$ cat src/hw/rtl/tmcw_pkg.sv
`timescale 1ns / 1ps

package tmcw_pkg;

   localparam int SCREEN_COLS_DEF = 80;
   localparam int SCREEN_ROWS_DEF = 25;

   localparam int CHAR_W     = 8;
   localparam int CELL_W     = 2 * CHAR_W;
   localparam int REQ_W      = 2;
   localparam int RD_ROW_W   = 5;
   localparam int RD_COL_W   = 7;
   localparam int OUT_COL_W  = 7;
   localparam int OUT_ROW_W  = 5;

   localparam logic [CHAR_W-1:0] CH_NEWLINE   = 8'd10;
   localparam logic [CHAR_W-1:0] CH_BACKSPACE = 8'd8;
   localparam logic [CHAR_W-1:0] CH_SPACE     = 8'd32;
   localparam logic [CHAR_W-1:0] COLOR_RESET  = 8'd15;

   typedef enum logic [REQ_W-1:0] {
      REQ_PUT   = 2'd0,
      REQ_CLEAR = 2'd1,
      REQ_READ  = 2'd2
   } req_kind_type;

   typedef enum logic [2:0] {
      ST_INIT,
      ST_IDLE,
      ST_SCROLL,
      ST_BLANK,
      ST_CLEAR,
      ST_RESP
   } state_type;

   typedef struct packed {
      logic accept;
      logic copy;
      logic fill;
      logic fill_space;
      logic respond;
   } dp_cmd_type;

   typedef struct packed {
      logic scroll_needed;
      logic copy_end;
      logic fill_end;
   } dp_status_type;

endpackage

$ cat src/hw/rtl/tmcw_ctrl.sv
`timescale 1ns / 1ps

module tmcw_ctrl (
   input  logic                    clock,
   input  logic                    reset,
   input  logic                    start,
   input  logic [1:0]              req_type,
   input  tmcw_pkg::dp_status_type status,
   output tmcw_pkg::dp_cmd_type    cmd,
   output logic                    busy
);

   import tmcw_pkg::*;

   state_type state_ff;
   state_type state_in;

   always_comb begin
      state_in = state_ff;
      case (state_ff)
         ST_INIT: begin
            if (status.fill_end) begin
               state_in = ST_IDLE;
            end
         end
         ST_IDLE: begin
            if (start) begin
               case (req_type)
                  REQ_PUT: begin
                     state_in = status.scroll_needed ? ST_SCROLL : ST_RESP;
                  end
                  REQ_CLEAR: begin
                     state_in = ST_CLEAR;
                  end
                  default: begin
                     state_in = ST_RESP;
                  end
               endcase
            end
         end
         ST_SCROLL: begin
            if (status.copy_end) begin
               state_in = ST_BLANK;
            end
         end
         ST_BLANK, ST_CLEAR: begin
            if (status.fill_end) begin
               state_in = ST_RESP;
            end
         end
         ST_RESP: begin
            state_in = ST_IDLE;
         end
         default: begin
            state_in = ST_IDLE;
         end
      endcase
   end

   always_comb begin
      cmd  = '0;
      busy = 1'b1;
      case (state_ff)
         ST_IDLE: begin
            busy       = 1'b0;
            cmd.accept = start;
         end
         ST_SCROLL: begin
            cmd.copy = 1'b1;
         end
         ST_INIT, ST_BLANK: begin
            cmd.fill = 1'b1;
         end
         ST_CLEAR: begin
            cmd.fill       = 1'b1;
            cmd.fill_space = 1'b1;
         end
         ST_RESP: begin
            cmd.respond = 1'b1;
         end
         default: begin
            cmd = '0;
         end
      endcase
   end

   always_ff @(posedge clock) begin
      if (reset) begin
         state_ff <= ST_INIT;
      end else begin
         state_ff <= state_in;
      end
   end

endmodule

$ cat config.mk
export PLATFORM = sky130hd
export DESIGN_NAME = tmcw_ctrl
export DESIGN_NICKNAME = d
export VERILOG_FILES = /design/src/hw/rtl/tmcw_pkg.sv /design/src/hw/rtl/tmcw_ctrl.sv
export SDC_FILE = /design/constraint.sdc
export NUM_CORES = 1
export LEC_CHECK = 0
export ABC_AREA = 1
export BUFFER_PORTS_ARGS = -buffer_cell sky130_fd_sc_hd__buf_2
export CORE_AREA = 10 10 47 49
export CTS_BUF_LIST = sky130_fd_sc_hd__clkbuf_8 sky130_fd_sc_hd__clkbuf_16
export CTS_CLUSTER_DIAMETER = 30
export DETAILED_ROUTE_END_ITERATION = 8
export DIE_AREA = 0 0 57 59
export PLACE_DENSITY = 0.39
export REMOVE_ABC_BUFFERS = 1
export SETUP_SLACK_MARGIN = 0.02
export SLEW_MARGIN = 25
export SYNTH_ARGS = -nofsm -noshare
export SYNTH_HDL_FRONTEND = slang
export SYNTH_SLANG_ARGS = --single-unit
$ cat constraint.sdc
create_clock -name clock -period 1.65 [get_ports clock]
set_input_delay 0.0825 -clock clock [delete_from_list [all_inputs] [get_ports clock]]
set_output_delay 0.0825 -clock clock [all_outputs]
set_load 0.005 [all_outputs]
==> impl_results.md <==
- Status: complete, no violations
- Post-synth cell types: 16
- PortBufs: 13
- Setup slack of the most critical reg-to-reg path: between 0.4 and 0.5 ns
- Number of synthesis warnings: 0
- Startpoint of the worst register-to-register path: state_ff[2]
- Worst setup path startpoint: state_ff[2]
- Starting utilization of the core area: approximately a fifth
- Clock tree from TritonCTS: built
- CP Data Arrival Time: approximately 1.1 ns
- Area of the die: around 3400 sq um
- Most flop-heavy register: state_ff
- Half-perimeter wire length of the detailed placement result: approximately 630 um
- Mean post-synth cell area: roughly 6.3 sq um
- RSZ-0062 raised after global routing: no
- Kind of start point of the critical path: register
- Antenna violation net count after detailed routing: 0
- Overflow left after global routing: 0
- Post-route clock period utilization: between 70% and 80%
- Data required time at the worst endpoint: roughly 1.6 ns
- Path depth of the worst reg2reg path: 8
- Sequential share of the synthesized area: 21.3%
- Number of flip-flops in the largest register: 3
- Total inserted antenna cells: 0
- Height of the chip: slightly below 60 um
- Final Wtd Congestion: 0.725
- Most frequent cells in the layout: 13 x sky130_fd_sc_hd__buf_2, 10 x sky130_fd_sc_hd__nor2_1, 8 x sky130_fd_sc_hd__nand2_1
- Skew-Pair Late Insertion Delay: 0.21 ns
- I/O pins: 14
- Summed instance area of the synthesized netlist: between 200 and 300 sq um
- Count of nets after finishing: slightly above 70
- Largest registers in the final layout: state_ff: 3 flops
- Wirelength, routed: approximately 760 um
- CP Capture Point: cmd[4]
- Setup tns final: 0 ns
- Via count of the first global-routing pass: around 310
- Commonest non-fill, non-tap cell in the layout: sky130_fd_sc_hd__buf_2
- Total iterations of the first detailed-routing run: 3
- Clock tree root driver cell: sky130_fd_sc_hd__clkbuf_8
- Minimum clock period: roughly 1.2 ns
- Syn Inst Count: 45
- MaxCap Viol Count: 0
- Category of the critical setup timing path: reg -> out
- Number of failing setup endpoints in the final timing report: 0
- Slew @ Worst Pin: around 0.22 ns
- Global Route Usage Sum: 4.89%
- Worst slew slack as a fraction of its limit: 85.2%
- Iteration-0 DRC Markers: 4
- Fin Clk Skew: a little under 0.00003 ns
- Core footprint: 1400 sq um
- Max clock buf depth: 2
- Final-report hold violation count: 0
- DIE WIDTH: 57 um
- Number of clock sinks seen by CTS: 3
- Vias per inst: between 3 and 4
- Largest net degree at the start of global routing: 8
- Remaining DRCs: 0
- Number of buffers created by CTS: 3
- Worst R2R End: state_ff[1]
- HP Class: in -> reg
- Hold Buf Count CTS: 0
- Setup Buffers After CTS: 0
- Highest achievable clock rate: between 800 and 900 MHz
- Cell area after layout: 412 sq um
- Initial antenna violation count: 0
- Endpoint class of the critical path: output port
- Global-route wire length before repair: 1310 um
- Number of cells in the finished layout apart from fillers: roughly 80
- Clock-pin slew of the registers on the worst-case setup and hold paths: around 0.030 ns
- Average routed wire per standard cell: 9.69 um
- Cell leakage power: 0.216 nW
- PnR Total Power: ~0.00042 W
- Final-report max-slew violation count: 0
- Area growth, synth to finish: 46.2%
- Post-synthesis sequential element count: 3
- Final worst-path setup slack: about 0.44 ns
- Via total after detailed routing: around 300
- Count of placed standard cells including taps: 74
- Maximum net fanout on the critical path: 7
- Power Dens Cells: approximately 1000 nW/um^2
- CTS H-tree lvls: 1
- Row count: 14
- Setup WS pre-CTS: about 0.47 ns
- Area post-placement: about 370 sq um
- Worst ir drop on vdd: ~440 uV
- Ratio of cells with drive above 1 in the final layout: 45.2%
- Number of cells upsized or downsized after cts: 0
-- stage by stage --
step	util [%]	hold WS [ns]
final	29.4	0.0368
after floorplan	-	0.155
after detailed placement	26.2	0.258
after global routing	29.4	0.0525
after global placement	26.2	0.260
after CTS	29.4	0.0312
-- layout make-up --
class | count | area, sq um
repair buffers | 13 | 65.1
fillers | 169 | 990
clock buffers | 3 | 41.3
clock inverters | 1 | 3.75
multi-input cells | 34 | 191
flip-flops and latches | 3 | 60.1
well taps | 16 | 20.0
inverters | 8 | 30.0
-- Yosys cell counts (all sizes together) --
library cell,count,area share [%]
nand2,12,25
nor2,12,18
inv,8,11
dfxtp,3,21
a21oi,2,3.6
nand3,2,8.0
nor3,2,5.3
o21ai,2,3.6
nand4,1,2.2
nor3b,1,2.7
-- logic make-up after synthesis --
| group | count (synthesis) | synth area share, % |
|---|---|---|
| flops | 3 | 21.3 |
| buf+inv | 8 | 10.7 |
| simple gates | 30 | 60.9 |
| compound gates | 4 | 7.11 |
-- critical path: stages (launching register included) --
cell and delay, ns:
sky130_fd_sc_hd__dfxtp_1 0.32, sky130_fd_sc_hd__inv_2 0.12, sky130_fd_sc_hd__nand2_2 0.06, sky130_fd_sc_hd__nor2_2 0.16, sky130_fd_sc_hd__inv_2 0.06, sky130_fd_sc_hd__nor2_1 0.07, sky130_fd_sc_hd__buf_2 0.11
-- metal layers --
layer / GRT usage, % / up-vias / routed length [um]
met4: 4.03 / 0 / 17
met3: 1.93 / 2 / 60
met5: 0 / - / 0
met2: 6.98 / 9 / 317
met1: 5.59 / 118 / 360
li1: - / 175 / -
-- power by group --
part	internal [W]	leakage [nW]	switching, W
logic	0.0000474	0.165	0.0000726
clock network	0.000158	0.0269	0.0000490
registers	0.0000815	0.0248	0.00000948
-- worst min-delay path by stage --
stage          slack (ns)  cells past startpoint     endpoint  start
2_1_floorplan        0.15                      1  state_ff[1]  reset
3_3_place_gp         0.26                      2  state_ff[1]  reset
3_5_place_dp         0.26                      2  state_ff[1]  reset
4_1_cts              0.03                      2  state_ff[1]  reset
5_1_grt              0.05                      2  state_ff[1]  reset
6_report             0.04                      2  state_ff[1]  reset
Power figures use the tool's default switching activity.
